===== src/arm64_pc_relative_relocator_macros.svh =====
// assertion macros for the pc-relative relocator
// used by the top level; expects i_clk and i_rst_n in the including scope
`ifndef ARM64_PC_RELATIVE_RELOCATOR_MACROS_SVH
`define ARM64_PC_RELATIVE_RELOCATOR_MACROS_SVH

`ifndef SYNTHESIS
`define A64PCR_CHK(lbl, cond) \
    lbl: assert property (@(posedge i_clk) disable iff (!i_rst_n) (cond)) \
        else $error("a64pcr check failed");
`define A64PCR_CHK_NEXT(lbl, ante, cons) \
    lbl: assert property (@(posedge i_clk) disable iff (!i_rst_n) (ante) |=> (cons)) \
        else $error("a64pcr sequence check failed");
`else
`define A64PCR_CHK(lbl, cond)
`define A64PCR_CHK_NEXT(lbl, ante, cons)
`endif

`endif


===== src/a64pcr_pkg.sv =====
// shared types and opcode constants for the pc-relative relocator
// no dependencies
`default_nettype none

package a64pcr_pkg;

    typedef enum logic [3:0] {
        KIND_REGULAR = 4'd0,
        KIND_B       = 4'd1,
        KIND_BL      = 4'd2,
        KIND_BCOND   = 4'd3,
        KIND_ADR     = 4'd4,
        KIND_ADRP    = 4'd5,
        KIND_LDR     = 4'd6,
        KIND_CBZ     = 4'd7,
        KIND_TBZ     = 4'd8
    } t_kind;

    localparam logic [31:0] MASK_BRANCH = 32'hFC00_0000;
    localparam logic [31:0] OPC_B       = 32'h1400_0000;
    localparam logic [31:0] OPC_BL      = 32'h9400_0000;
    localparam logic [31:0] MASK_BCOND  = 32'hFF00_0010;
    localparam logic [31:0] OPC_BCOND   = 32'h5400_0000;
    localparam logic [31:0] MASK_ADR    = 32'h9F00_0000;
    localparam logic [31:0] OPC_ADR     = 32'h1000_0000;
    localparam logic [31:0] OPC_ADRP    = 32'h9000_0000;
    localparam logic [31:0] MASK_LDR    = 32'hFF00_0000;
    localparam logic [31:0] OPC_LDR     = 32'h5800_0000;
    localparam logic [31:0] MASK_CMPBR  = 32'h7E00_0000;
    localparam logic [31:0] OPC_CBZ     = 32'h3400_0000;
    localparam logic [31:0] OPC_TBZ     = 32'h3600_0000;
    localparam logic [31:0] KEEP_ADR    = 32'h9F00_001F;

    typedef struct packed {
        t_kind              kind;
        logic [4:0]         dest;
        logic signed [32:0] offset;
    } t_dec;

endpackage

`default_nettype wire


===== src/a64pcr_decode.sv =====
// instruction classifier and immediate decoder
// depends on a64pcr_pkg
`default_nettype none

module a64pcr_decode (
    input  wire logic [31:0]      i_instruction,
    output a64pcr_pkg::t_dec      o_dec
);
    import a64pcr_pkg::*;

    logic [31:0]        w;
    logic signed [32:0] off_b;
    logic signed [32:0] off_19;
    logic signed [32:0] off_adr;
    logic signed [32:0] off_adrp;
    logic signed [32:0] off_tb;

    assign w        = i_instruction;
    assign off_b    = {{5{w[25]}}, w[25:0], 2'b00};
    assign off_19   = {{12{w[23]}}, w[23:5], 2'b00};
    assign off_adr  = {{12{w[23]}}, w[23:5], w[30:29]};
    assign off_adrp = {w[23:5], w[30:29], 12'b0};
    assign off_tb   = {{17{w[18]}}, w[18:5], 2'b00};

    // priority follows the encoding overlap order
    always_comb begin
        o_dec.kind   = KIND_REGULAR;
        o_dec.dest   = 5'd0;
        o_dec.offset = 33'sd0;
        if ((w & MASK_BRANCH) == OPC_B) begin
            o_dec.kind   = KIND_B;
            o_dec.offset = off_b;
        end else if ((w & MASK_BRANCH) == OPC_BL) begin
            o_dec.kind   = KIND_BL;
            o_dec.offset = off_b;
        end else if ((w & MASK_BCOND) == OPC_BCOND) begin
            o_dec.kind   = KIND_BCOND;
            o_dec.offset = off_19;
        end else if ((w & MASK_ADR) == OPC_ADR) begin
            o_dec.kind   = KIND_ADR;
            o_dec.dest   = w[4:0];
            o_dec.offset = off_adr;
        end else if ((w & MASK_ADR) == OPC_ADRP) begin
            o_dec.kind   = KIND_ADRP;
            o_dec.dest   = w[4:0];
            o_dec.offset = off_adrp;
        end else if ((w & MASK_LDR) == OPC_LDR) begin
            o_dec.kind   = KIND_LDR;
            o_dec.dest   = w[4:0];
            o_dec.offset = off_19;
        end else if ((w & MASK_CMPBR) == OPC_CBZ) begin
            o_dec.kind   = KIND_CBZ;
            o_dec.offset = off_19;
        end else if ((w & MASK_CMPBR) == OPC_TBZ) begin
            o_dec.kind   = KIND_TBZ;
            o_dec.offset = off_tb;
        end
    end

endmodule

`default_nettype wire


===== src/a64pcr_reloc.sv =====
// target distance, range check and re-encoding for b, bl, adr, adrp
// depends on a64pcr_pkg
`default_nettype none

module a64pcr_reloc (
    input  wire logic [31:0]      i_instruction,
    input  wire logic [63:0]      i_original_address,
    input  wire logic [63:0]      i_new_address,
    input  wire a64pcr_pkg::t_dec i_dec,
    output logic [31:0]           o_relocated_word,
    output logic                  o_out_of_range
);
    import a64pcr_pkg::*;

    logic        is_page;
    logic [63:0] base_old;
    logic [63:0] base_new;
    logic [63:0] off64;
    logic [63:0] delta;
    logic        ok_b;
    logic        ok_adr;
    logic        ok_adrp;
    logic        b_top_edge;
    logic [31:0] word_b;
    logic [31:0] word_adr;
    logic [31:0] word_adrp;

    assign is_page  = (i_dec.kind == KIND_ADRP);
    assign base_old = is_page ? {i_original_address[63:12], 12'b0} : i_original_address;
    assign base_new = is_page ? {i_new_address[63:12], 12'b0} : i_new_address;
    assign off64    = {{31{i_dec.offset[32]}}, i_dec.offset};
    // single three-input add, modulo 2^64
    assign delta    = base_old + off64 - base_new;

    // b/bl: 28-bit signed, but the three values just below 2^27 are rejected
    assign b_top_edge = ~delta[63] & (&delta[26:2]) & (|delta[1:0]);
    assign ok_b       = ((&delta[63:27]) | ~(|delta[63:27])) & ~b_top_edge;
    assign ok_adr     = (&delta[63:20]) | ~(|delta[63:20]);
    // page distance is 4k aligned here
    assign ok_adrp    = (&delta[63:32]) | ~(|delta[63:32]);

    assign word_b    = (i_instruction & MASK_BRANCH) | {6'b0, delta[27:2]};
    assign word_adr  = (i_instruction & KEEP_ADR)
                     | {1'b0, delta[1:0], 5'b0, delta[20:2], 5'b0};
    assign word_adrp = (i_instruction & KEEP_ADR)
                     | {1'b0, delta[13:12], 5'b0, delta[32:14], 5'b0};

    always_comb begin
        o_relocated_word = i_instruction;
        o_out_of_range   = 1'b0;
        case (i_dec.kind)
            KIND_B, KIND_BL: begin
                o_relocated_word = ok_b ? word_b : 32'd0;
                o_out_of_range   = ~ok_b;
            end
            KIND_ADR: begin
                o_relocated_word = ok_adr ? word_adr : 32'd0;
                o_out_of_range   = ~ok_adr;
            end
            KIND_ADRP: begin
                o_relocated_word = ok_adrp ? word_adrp : 32'd0;
                o_out_of_range   = ~ok_adrp;
            end
            default: begin
                o_relocated_word = i_instruction;
                o_out_of_range   = 1'b0;
            end
        endcase
    end

endmodule

`default_nettype wire


===== src/arm64_pc_relative_relocator.sv =====
// top level of the arm64 pc-relative relocator: input register, decode, relocate, result register
// depends on a64pcr_pkg, a64pcr_decode, a64pcr_reloc and the assertion macro header
//
// usage:
//   a request is taken at a rising edge with start high and busy low. it carries
//   one instruction word, the address it came from and the address it moves to.
//   busy is low whenever reset is released, so a request can be issued every cycle.
//   o_valid rises at the edge after the accepting edge and is high for exactly one
//   cycle with o_kind, o_dest_register, o_decoded_offset, o_relocated_word and
//   o_out_of_range.
//   the receiver cannot stall, so results must be captured in the cycle they are shown.
//   throughput: one request per cycle, set by the single decode/add/compare pass
//   between the input register and the result register (one 64-bit three-input add).
//   a request passes the input register, then decode and relocate, then the result register.
//   reset: synchronous, active low; clears the valid flags of both register
//   stages, so no result is shown for requests still in flight. busy is high
//   while reset is asserted.
`default_nettype none

`include "arm64_pc_relative_relocator_macros.svh"

module arm64_pc_relative_relocator (
    input  wire logic               i_clk,
    input  wire logic               i_rst_n,
    input  wire logic               start,
    output logic                    busy,
    input  wire logic [31:0]        i_instruction,
    input  wire logic [63:0]        i_original_address,
    input  wire logic [63:0]        i_new_address,
    output logic                    o_valid,
    output logic [3:0]              o_kind,
    output logic [4:0]              o_dest_register,
    output logic signed [32:0]      o_decoded_offset,
    output logic [31:0]             o_relocated_word,
    output logic                    o_out_of_range
);
    import a64pcr_pkg::*;

    logic        r_in_valid;
    logic [31:0] r_instruction;
    logic [63:0] r_original_address;
    logic [63:0] r_new_address;

    logic               r_valid;
    logic [3:0]         r_kind;
    logic [4:0]         r_dest_register;
    logic signed [32:0] r_decoded_offset;
    logic [31:0]        r_relocated_word;
    logic               r_out_of_range;

    logic        n_accept;
    t_dec        dec;
    logic [31:0] reloc_word;
    logic        reloc_oor;

    assign busy     = ~i_rst_n;
    assign n_accept = start & ~busy;

    always_ff @(posedge i_clk) begin
        if (!i_rst_n) begin
            r_in_valid <= 1'b0;
        end else begin
            r_in_valid <= n_accept;
        end
        if (n_accept) begin
            r_instruction      <= i_instruction;
            r_original_address <= i_original_address;
            r_new_address      <= i_new_address;
        end
    end

    a64pcr_decode u_decode (
        .i_instruction (r_instruction),
        .o_dec         (dec)
    );

    a64pcr_reloc u_reloc (
        .i_instruction      (r_instruction),
        .i_original_address (r_original_address),
        .i_new_address      (r_new_address),
        .i_dec              (dec),
        .o_relocated_word   (reloc_word),
        .o_out_of_range     (reloc_oor)
    );

    always_ff @(posedge i_clk) begin
        if (!i_rst_n) begin
            r_valid <= 1'b0;
        end else begin
            r_valid <= r_in_valid;
        end
        if (r_in_valid) begin
            r_kind           <= dec.kind;
            r_dest_register  <= dec.dest;
            r_decoded_offset <= dec.offset;
            r_relocated_word <= reloc_word;
            r_out_of_range   <= reloc_oor;
        end
    end

    assign o_valid          = r_valid;
    assign o_kind           = r_kind;
    assign o_dest_register  = r_dest_register;
    assign o_decoded_offset = r_decoded_offset;
    assign o_relocated_word = r_relocated_word;
    assign o_out_of_range   = r_out_of_range;

    // every accepted request reaches r_in_valid and then o_valid; o_valid never rises without r_in_valid
    `A64PCR_CHK_NEXT(a_accept_to_stage, n_accept, r_in_valid)
    `A64PCR_CHK_NEXT(a_stage_to_result, r_in_valid, o_valid)
    `A64PCR_CHK_NEXT(a_no_phantom, !r_in_valid, !o_valid)
    // a range failure only comes from a relocatable kind and always zeroes the word
    `A64PCR_CHK(a_oor_kind,
        !(o_valid && o_out_of_range) || ((o_relocated_word == 32'd0)
        && ((o_kind == KIND_B) || (o_kind == KIND_BL)
        || (o_kind == KIND_ADR) || (o_kind == KIND_ADRP))))
    // only adr, adrp and ldr literal carry a register
    `A64PCR_CHK(a_dest_kind,
        !(o_valid && (o_dest_register != 5'd0))
        || ((o_kind == KIND_ADR) || (o_kind == KIND_ADRP) || (o_kind == KIND_LDR)))

endmodule

`default_nettype wire

===== config.mk =====
export PLATFORM = sky130hd
export DESIGN_NAME = arm64_pc_relative_relocator
export DESIGN_NICKNAME = d
export VERILOG_FILES = /design/src/a64pcr_pkg.sv /design/src/a64pcr_decode.sv /design/src/a64pcr_reloc.sv /design/src/arm64_pc_relative_relocator.sv
export VERILOG_INCLUDE_DIRS = /design/src /design/src/src
export SDC_FILE = /design/constraint.sdc
export NUM_CORES = 1
export LEC_CHECK = 0
export BUFFER_PORTS_ARGS = -buffer_cell sky130_fd_sc_hd__buf_2
export CORE_MARGIN = 1.5
export CORE_UTILIZATION = 25
export DETAILED_ROUTE_END_ITERATION = 8
export HOLD_SLACK_MARGIN = 0.08
export PLACE_DENSITY_LB_ADDON = 0.08
export SYNTH_ARGS = -nofsm -noshare
export SYNTH_HDL_FRONTEND = slang
export SYNTH_SLANG_ARGS = --single-unit

===== constraint.sdc =====
create_clock -name i_clk -period 16.82 [get_ports i_clk]
set_input_delay 0.841 -clock i_clk [delete_from_list [all_inputs] [get_ports i_clk]]
set_output_delay 0.841 -clock i_clk [all_outputs]
set_load 0.02 [all_outputs]

==> impl_results.md, run 1 <==
* Maximum VDD drop at 0.0752 mV
* Inserted Clock Buffers at 29
* DRT antenna net count at 0
* Chip height at 255 µm
* Num Clock Sinks at 237
* Placer Congestion at 0.928
* Adder-cell share of the synthesized area at 13.0%
* Worst Hold Class: in2reg
* Hold depth at 1
* Post-route setup TNS at 0 ps
* PwrDens at 111 nW/µm²
* RSZ-0062 raised after global routing: false
* Residual DRC at 0
* Hold path startpoint: i_original_address[29]
* Hold-fix buffers at CTS at 0
* Yosys top cell by area: edfxtp_1
* Synthesized Nets at 1870
* MaxCap Viol Count at 0
* Clock buffer depth at 3
* Vias per Instance at 4.89
* Worst Slack Setup Final at 8270 ps
* R2r worst-path depth at 24
* Slowest CP cell: o311ai_1
* Worst Tran Pin Value at 1150 ps
* Setup Fix Bufs, Post-CTS at 0
* Initial antenna violation count at 0
* # rows at 92
* Type of origin of the critical path: flip-flop
* Multi-input logic area at 7630 µm²
* Seq/Total Area, Yosys at 44.6%
* Full die area at 65100 µm²
* Clk_skew at 38.6 ps
* Syn Area/Cell at 10.1 µm²
* Worst slew margin at 23.4%
* Initial core utilization at 25.3%
* Top cell type's share of synthesized area at 44.4%
* Post-synthesis simple-gate area fraction at 14.8%
* Crit path capture type: flip-flop
* DR WL/cell at 21.4 µm
* Synth unique cells at 79
* CP Data Arrival Time at 9000 ps
* Status: completed
* Ys flop type: edfxtp_1
* YS warnings at 0
* Reg-to-Reg Start: r_instruction[30]$_DFFE_PP_
* Fillers at 6697
* Dpl ws at 8400 ps
* DRT Pass-1 Iters at 8
* Port buffer count at 239
* Mux cell area share after synthesis at 0.378%
* F_max at 117 MHz
* Crit share post-route at 50.9%
* Hpwl dp at 46000 µm
* Critical-path cell list: nor4bb_1 -> nand3b_1 -> o21ai_0 -> o21ai_0 -> nand2_1 -> inv_1 -> buf_4 -> fa_1 -> inv_1 -> ha_1 -> nand4_1 -> nand2b_1 -> or3_1 -> a2111oi_2 -> nor2_1 -> o311ai_1 -> and4b_1 -> nand4_1 -> or4_1 -> nor4_1 -> o21ai_1 -> buf_4 -> nand3_1 -> a22o_1
* Largest family of logic cells by synthesized area: compound AO/OA/AOI/OAI gates
* Die X at 255 µm
* CTS tree: yes
* Initial drt markers at 813
* Grt ovf at 0
* CP max stage delay at 740 ps
* Overall global routing resource usage at 17.2%
* Core outline area at 63000 µm²
* Reg area at 7100 µm²
* Minimum clock period at 8550 ps
* WS Path Type: reg2reg
* H-tree levels at 1
* Drt total wl at 57000 µm
* Clock Latency Late Sink at 610 ps
* Layout area overhead at 19.0%
* Xor/xnor cell area share of the yosys netlist at 2.53%
* Final Setup Violations at 0
* Ports at 240
* Layout cells sized above 1 at 17.3%
* Worst-path clk slew at 60 ps
* Cells after synthesis at 1580
* Number of flops mapped to enable cells by yosys at 235
* First-pass GRT wire length at 84700 µm
* Antenna cells at 0
* Nets@finish at 2082
* Crit path from: r_instruction[30]$_DFFE_PP_
* Dominant cells by area after synthesis: edfxtp_1 (44%), fa_1 (7.9%), inv_1 (5.6%)
* Worst-path fanout max at 31
* Vias in the first global route at 13300
* Vias at 13000
* Endpoints failing hold at 0
* Req. time, crit path at 17260 ps
* CTS root buf: clkbuf_16
* Post_cts resized at 0
* Synth Area in Compound Gates at 17.3%
* FF+latch count, synth at 237
* Largest net degree at the start of global routing at 66
* Synthesized area at 15900 µm²
* Share of synthesized registers carrying an async set or reset at 0%
* Final Max Tran Viols at 0
* Leakage power at 7.85 nW
## synthesized netlist by cell type (15+ instances only)
cell,count
xor2_1,21
xnor2_1,25
ha_1,64
clkbuf_1,57
a21o_1,24
nor2_1,69
o22a_1,16
o32ai_1,17
inv_1,236
nor4_1,19
and4_1,15
nand2_1,131
fa_1,63
and2_1,31
o21a_1,22
o21ai_0,89
nor3_1,33
edfxtp_1,235
nand4_1,50
a21oi_1,93
nand3_1,25
## cell type report
type	count	area share, %
Multi-Input combinational cell	1039	40.3
Inverter	236	4.68
Sequential cell	237	37.5
Clock buffer	32	3.89
Timing Repair Buffer	249	6.72
Clock inverter	21	1.27
Tap cell	846	5.59
## cell usage in the layout (no fill, tap or decap), drive strengths merged, types with 17 or more instances in the layout
cell / n
ha: 64
edfxtp: 235
o32ai: 17
nor2: 70
o21a: 22
nand3: 25
a21oi: 98
nand2: 131
nand4: 50
nor4: 19
and2: 32
buf: 249
inv: 237
xnor2: 25
a21o: 24
clkbuf: 32
nor3: 33
fa: 63
o21ai: 99
xor2: 21
## critical path: cells and delay by family (launching register included)
kind | cells | cell delay (ps)
simple gates | 12 | 4200
buf+inv | 4 | 640
fa+ha+maj | 2 | 1040
flops | 1 | 500
compound gates | 6 | 1960
## power by group
part	internal [W]	switching [W]	leakage [nW]	total (W)
Combinational	0.000233	0.000503	5.20	0.000736
Clock	0.000391	0.000259	0.484	0.000650
Sequential	0.000696	0.0000255	2.17	0.000722
Total	0.00132	0.000787	7.85	0.00211
## cell families (layout without fill, tap and decap cells)
family,Yosys count,after routing
xor+xnor,46,46
fa+ha+maj,127,127
buf+inv,304,538
flops,237,237
compound gates,409,409
simple gates,451,451
mux,6,6
## layer usage
metal  up-vias  part of all wire [%]  track usage, %  wire length [µm]
met5         -                     0               0                 0
met4         0                   2.6            4.18              1460
met3        69                   4.4            2.19              2490
met2       324                    50            30.9             28500
met1      6445                    43            21.9             24500
li1       6159                     -               -                 -
## worst paths after layout
path | to | slack [ps]
setup / recovery | o_relocated_word[24]$_DFFE_PP_ | 8270
hold / removal | r_original_address[29]$_DFFE_PP_ | 410
setup reg to reg | o_relocated_word[24]$_DFFE_PP_ | 8270
hold reg to reg | o_decoded_offset[24]$_DFFE_PP_ | 610
## registers in the layout (all words and copies together) (netlist names)
name	cells
o_decoded_offset	33
o_dest_register	5
o_kind	4
o_out_of_range	1
o_relocated_word	32
o_valid	1
r_in_valid	1
r_instruction	32
r_new_address	64
r_original_address	64
## metrics by stage
stage / power, W / cell area [µm²] / cells / util, % / hold slack [ps]
6_report: 0.00211 / 18900 / 2660 / 30.1 / 408
2_1_floorplan: 0.00120 / 15900 / 1580 / - / 551
4_1_cts: 0.00214 / 18900 / 2660 / 30.1 / 363
3_3_place_gp: 0.00148 / 17900 / 2607 / 28.5 / 595
5_1_grt: 0.00223 / 18900 / 2660 / 30.1 / 370
3_5_place_dp: 0.00147 / 17900 / 2607 / 28.5 / 594
No activity file was read; power rests on OpenSTA's default activity.
==> inputs of run 2 (changes only) <==
==> constraint.sdc (replaced) <==
create_clock -name i_clk -period 8.5 [get_ports i_clk]
set_input_delay 0.425 -clock i_clk [delete_from_list [all_inputs] [get_ports i_clk]]
set_output_delay 0.425 -clock i_clk [all_outputs]
set_load 0.02 [all_outputs]
==> run 2 against run 1 <==
  * Core utilization increased by 2.8 points
  * Flip-flop and latch count unchanged
  * Hold slack improved by 120 ps
  * Setup slack got worse by 7700 ps
  * Design area increased by 9.4%
  * First-iteration DRC count decreased by 3.8%
  * Critical path depth increased by 2
  * Total power increased by 100%
  * Highest routed layer unchanged
  * Die area unchanged
==> impl_results.md, run 2 (synthesis gave the netlist of run 1 again) <==
* Num Clock Sinks at 237 (unchanged)
* DRT antenna net count at 0 (unchanged)
* Port buffer count at 239 (unchanged)
* Chip height at 255 µm (unchanged)
* Crit share post-route at 92.9% (+42 points)
* Ports at 240 (unchanged)
* Leakage power at 8.62 nW (+9.7%)
* Vias at 13700 (+5.4%)
* F_max at 127 MHz (+8.3%)
* Inserted Clock Buffers at 29 (unchanged)
* First-pass GRT wire length at 86400 µm (+2.0%)
* Commonest cells after routing, fill and taps aside: buf_2 (239), inv_1 (236), edfxtp_1 (235)
* Initial drt markers at 782 (-3.8%)
* Vias per Instance at 4.82 (-1.3%)
* Residual DRC at 0 (unchanged)
* Post-route setup TNS at 0 ps (unchanged)
* Type of origin of the critical path: flip-flop
* Tot Pwr at 0.00427 W (+100%)
* WS Path Type: reg2reg
* Nets@finish at 2262 (+8.6%)
* Worst Hold Class: in2reg
* Clock buffer depth at 3 (unchanged)
* # rows at 92 (unchanged)
* H-tree levels at 1 (unchanged)
* Drt total wl at 58300 µm (+2.3%)
* DR WL/cell at 20.5 µm (-4.2%)
* PwrDens at 206 nW/µm² (+85%)
* Die X at 255 µm (unchanged)
* DRT Pass-1 Iters at 5 (-3)
* Maximum VDD drop at 0.152 mV (+100%)
* MaxCap Viol Count at 0 (unchanged)
* Req. time, crit path at 8940 ps (-8320 ps)
* Clock Latency Late Sink at 600 ps (about the same)
* Fillers at 6611 (-1.3%)
* Crit path capture type: flip-flop
* Hpwl dp at 45900 µm (-0.20%)
* Worst slew margin at 40.3% (+17 points)
* Layout area overhead at 30.2%
* Status: completed
* CP Data Arrival Time at 8340 ps (-660 ps)
* Initial antenna violation count at 0 (unchanged)
* RSZ-0062 raised after global routing: false
* Full die area at 65100 µm² (unchanged)
* Minimum clock period at 7900 ps (-655 ps)
* Initial core utilization at 25.3% (unchanged)
* Overall global routing resource usage at 17.6% (+0.39 points)
* Largest net degree at the start of global routing at 63 (-4.5%)
* Core outline area at 63000 µm² (unchanged)
* Endpoints failing hold at 0 (unchanged)
* CTS root buf: clkbuf_16
* Commonest non-fill, non-tap cell in the layout: buf_2
* Clk_skew at 22.2 ps (-16.4 ps)
* Final Setup Violations at 0 (unchanged)
* Vias in the first global route at 13900 (+4.4%)
* Grt ovf at 0 (unchanged)
* CTS tree: yes
* Worst-path fanout max at 21 (-32%)
* Setup Fix Bufs, Post-CTS at 0 (unchanged)
* Worst Tran Pin Value at 888 ps (-259 ps)
* Worst-path clk slew at 70 ps (about the same)
* Antenna cells at 0 (unchanged)
* Final Max Tran Viols at 0 (unchanged)
* Layout cells sized above 1 at 16.5% (-0.71 points)
* Placer Congestion at 0.876 (-5.5%)
## run 2: cell count changes in the layout (fill, tap and decap cells not counted), sizes merged
cell	change
buf	+17
clkbuf	+2
clkinv	-3
clkinvlp	+2
dlygate4sd3	+163
## run 2: worst max-delay path: stages (launching register included)
cell and delay [ps]:
edfxtp_1 460, nand2b_1 210, or4_1 470, nor2_1 420, or2_2 280, nand2_1 110, and2_1 220, nand3_1 100
o21ai_0 250, fa_1 580, inv_1 50, ha_1 370, a21oi_1 220, o21ai_0 280, a221o_1 450, or4_1 640
a21o_1 240, a211o_1 370, nor3_1 220, nand2_1 80, or4_1 530, nor4_1 290, buf_4 180, o21ai_1 50
buf_4 210, o21ai_0 220, o22a_1 220
## run 2: final cells by class
type | instances | area (µm²) | area share [%]
clock buffer | 34 | 744 | 3.59
tap | 846 | 1060 | 5.11
timing repair buffer | 429 | 3040 | 14.7
sequential | 237 | 7100 | 34.3
clock inverter | 20 | 236 | 1.14
inverter | 236 | 886 | 4.28
multi-input combinational | 1039 | 7640 | 36.9
## run 2: metal layers
layer  share of wire, %  wire [µm]  global-route usage (%)
met1                 43      25100                    22.3
met2                 50      29400                    31.7
met3                4.5       2600                    2.31
met4                2.1       1230                    4.07
met5                  0          0                       0
## run 2: path summary, 6_finish.rpt
path	start	end	slack (ps)	cells after the start
worst min register to register	r_instruction[27]$_DFFE_PP_	o_relocated_word[27]$_DFFE_PP_	600	0
worst max-delay path	r_instruction[25]$_DFFE_PP_	o_relocated_word[7]$_DFFE_PP_	600	26
worst max register to register	r_instruction[25]$_DFFE_PP_	o_relocated_word[7]$_DFFE_PP_	600	26
worst min-delay path	i_original_address[31]	r_original_address[31]$_DFFE_PP_	530	2
## run 2: repair_timing
| item | 4_1_cts | 5_1_grt |
|---|---|---|
| gates resized for setup | 0 | 1 |
| endpoints found under the setup margin | 0 | 1 |
| hold endpoints to repair | 162 | 0 |
| hold buffers | 163 | 0 |
## run 2: report_power, final
part,leakage [nW],switching (W),internal (W)
Combinational,5.97,0.00101,0.000526
Clock,0.475,0.000530,0.000777
Sequential,2.17,0.0000492,0.00138
Total,8.62,0.00159,0.00268
## run 2: through the flow
stage | hold slack [ps] | instances | setup WS [ps] | utilization [%] | instance area [µm²]
3_3_place_gp | 566 | 2624 | 640 | 28.7 | 18100
2_1_floorplan | 524 | 1580 | 1910 | - | 15900
5_1_grt | 501 | 2841 | 45.3 | 32.9 | 20700
3_5_place_dp | 584 | 2624 | 662 | 28.7 | 18100
4_1_cts | 485 | 2841 | 632 | 32.9 | 20700
6_report | 532 | 2841 | 601 | 32.9 | 20700
==> inputs of run 3 (changes only) <==
--- a/config.mk
+++ b/config.mk
@@ -8,7 +8,7 @@
 export LEC_CHECK = 0
 export BUFFER_PORTS_ARGS = -buffer_cell sky130_fd_sc_hd__buf_2
 export CORE_MARGIN = 1.5
-export CORE_UTILIZATION = 25
+export CORE_UTILIZATION = 53
 export DETAILED_ROUTE_END_ITERATION = 8
 export HOLD_SLACK_MARGIN = 0.08
 export PLACE_DENSITY_LB_ADDON = 0.08
==> constraint.sdc (replaced) <==
create_clock -name i_clk -period 6.75 [get_ports i_clk]
set_input_delay 0.3375 -clock i_clk [delete_from_list [all_inputs] [get_ports i_clk]]
set_output_delay 0.3375 -clock i_clk [all_outputs]
set_load 0.02 [all_outputs]
==> run 3 against run 2 <==
  * Maximum frequency is 20% higher
  * Clock skew grew 1.9 ps
  * Global-route usage grew 16 points
  * Non-clock buffer count up 220
  * Core utilization up 42 points
  * Critical endpoint is now o_relocated_word[22]$_DFFE_PP_
==> impl_results.md, run 3 (synthesis gave the netlist of run 1 again) <==
* MaxCap Viol Count at 0 (unchanged)
* Endpoints failing hold at 0 (unchanged)
* Worst slew margin at 24.1% (-16 points)
* Port buffer count at 239 (unchanged)
* Vias at 15000 (+9.3%)
* Hold Slack at 482 ps (-50.6 ps)
* H-tree levels at 1 (unchanged)
* Post-layout util at 74.9% (+42 points)
* Req. time, crit path at 7180 ps (-1760 ps)
* Status: completed
* Core outline area at 29600 µm² (-53%)
* Overall global routing resource usage at 33.9% (+16 points)
* Layout cells sized above 1 at 28.1% (+12 points)
* # rows at 63 (-32%)
* Antenna cells at 0 (unchanged)
* Die X at 176 µm (-31%)
* CP Data Arrival Time at 7020 ps (-1320 ps)
* DRT Pass-1 Iters at 7 (+2)
* Worst Hold Class: in2reg
* Crit path capture type: flip-flop
* Dpl ws at -135 ps (-796 ps)
* Initial core utilization at 53.8% (+29 points)
* PwrDens at 246 nW/µm² (+19%)
* Commonest non-fill, non-tap cell in the layout: buf_2
* Minimum clock period at 6600 ps (-1300 ps)
* Cell area after placement at 19100 µm² (+5.8%)
* DR WL/cell at 20.7 µm (+0.68%)
* Maximum VDD drop at 0.237 mV (+56%)
* Residual DRC at 0 (unchanged)
* Clock Latency Late Sink at 560 ps (-40 ps)
* Placer Congestion at 0.989 (+13%)
* WS Path Type: reg2reg
* Hold depth at 2 (unchanged)
* Final Setup Violations at 0 (unchanged)
* Clock buffer depth at 3 (unchanged)
* Num Clock Sinks at 237 (unchanged)
* First-pass GRT wire length at 80600 µm (-6.7%)
* CTS tree: yes
* Clk_skew at 24.1 ps (+1.88 ps)
* Nets@finish at 2478 (+9.5%)
* F_max at 152 MHz (+20%)
* Crit share post-route at 97.7% (+4.8 points)
* Hpwl dp at 38600 µm (-16%)
* Leakage power at 9.67 nW (+12%)
* Final instance area at 22100 µm² (+6.9%)
* CTS root buf: clkbuf_16
* Worst-path fanout max at 10 (-52%)
* Worst Tran Pin Value at 1140 ps (+248 ps)
* Grt ovf at 0 (unchanged)
* Largest net degree at the start of global routing at 79 (+25%)
* Type of origin of the critical path: flip-flop
* Worst-path clk slew at 70 ps (about the same)
* Drt total wl at 53600 µm (-8.1%)
* Commonest cells after routing, fill and taps aside: buf_2 (239), buf_4 (238), inv_1 (235), edfxtp_1 (235), dlygate4sd3_1 (162)
* Ports at 240 (unchanged)
* Layout area overhead at 39.2%
* R2r worst-path depth at 26 (unchanged)
* Vias in the first global route at 15000 (+7.7%)
* Initial antenna violation count at 0 (unchanged)
* Full die area at 31100 µm² (-52%)
* Vias per Instance at 5.78 (+20%)
* Worst Slack Setup Final at 152 ps (-449 ps)
* Initial drt markers at 1320 (+69%)
* Post-route setup TNS at 0 ps (unchanged)
* Final Max Tran Viols at 0 (unchanged)
* Inserted Clock Buffers at 25 (-14%)
* DRT antenna net count at 0 (unchanged)
* Chip height at 176 µm (-31%)
run 3: area by class of cell:
cell class | count | area [µm²]
Sequential cell | 237 | 7100
Clock buffer | 29 | 641
Tap cell | 390 | 488
Timing Repair Buffer | 649 | 4790
Inverter | 236 | 886
Multi-Input combinational cell | 1039 | 8100
Clock inverter | 13 | 128
Fill cell | 2051 | 7420
run 3: what timing repair did:
item / 4_1_cts / 5_1_grt
pin swaps: 1 / 23
setup buffers: 3 / 10
gates resized for setup: 12 / 98
cloned: 0 / 1
hold buffers: 162 / 0
setup endpoints to repair: 32 / 32
hold endpoints to repair: 162 / 0
run 3: metrics by stage:
stage	std cells	total power [W]
6_report	2593	0.00544
5_1_grt	2593	0.00570
4_1_cts	2582	0.00531
3_5_place_dp	2375	0.00391
3_3_place_gp	2375	0.00390
2_1_floorplan	1580	0.00299
run 3: critical path, cell delays in order, from the launching register on:
cell and delay, ps:
edfxtp_1 440, nand2b_4 180, or4_4 450, nor2_4 140, or2_4 180, nand2_2 100
and2_4 180, nand3_1 100, o21ai_2 90, fa_1 510, inv_1 60, ha_1 310
buf_4 180, a21oi_4 170, o21ai_2 80, a21o_1 190, or3_4 340, o21a_1 190
or4_1 510, and4_4 180, or4_1 470, or4_4 440, nor2_4 150, a21oi_4 110
buf_12 150, o32ai_1 370, o22a_1 210
run 3: final timing paths:
check | from | endpoint | slack, ps
worst min-delay path | i_original_address[28] | r_original_address[28]$_DFFE_PP_ | 480
worst max register to register | r_instruction[25]$_DFFE_PP_ | o_relocated_word[22]$_DFFE_PP_ | 150
worst max-delay path | r_instruction[25]$_DFFE_PP_ | o_relocated_word[22]$_DFFE_PP_ | 150
worst min register to register | r_instruction[0]$_DFFE_PP_ | o_relocated_word[0]$_DFFE_PP_ | 650
run 3: routing by layer:
metal,up-vias,track usage [%],wire length [µm]
met1,7169,40.2,20300
met2,680,60.8,27200
met5,-,0,0
met3,175,4.41,3240
met4,0,16.2,2800
li1,6953,-,-
run 3: power breakdown:
part / switching (W) / internal [W]
Clock: 0.000584 / 0.000753
Combinational: 0.00132 / 0.000990
Sequential: 0.0000657 / 0.00173
Total: 0.00197 / 0.00348
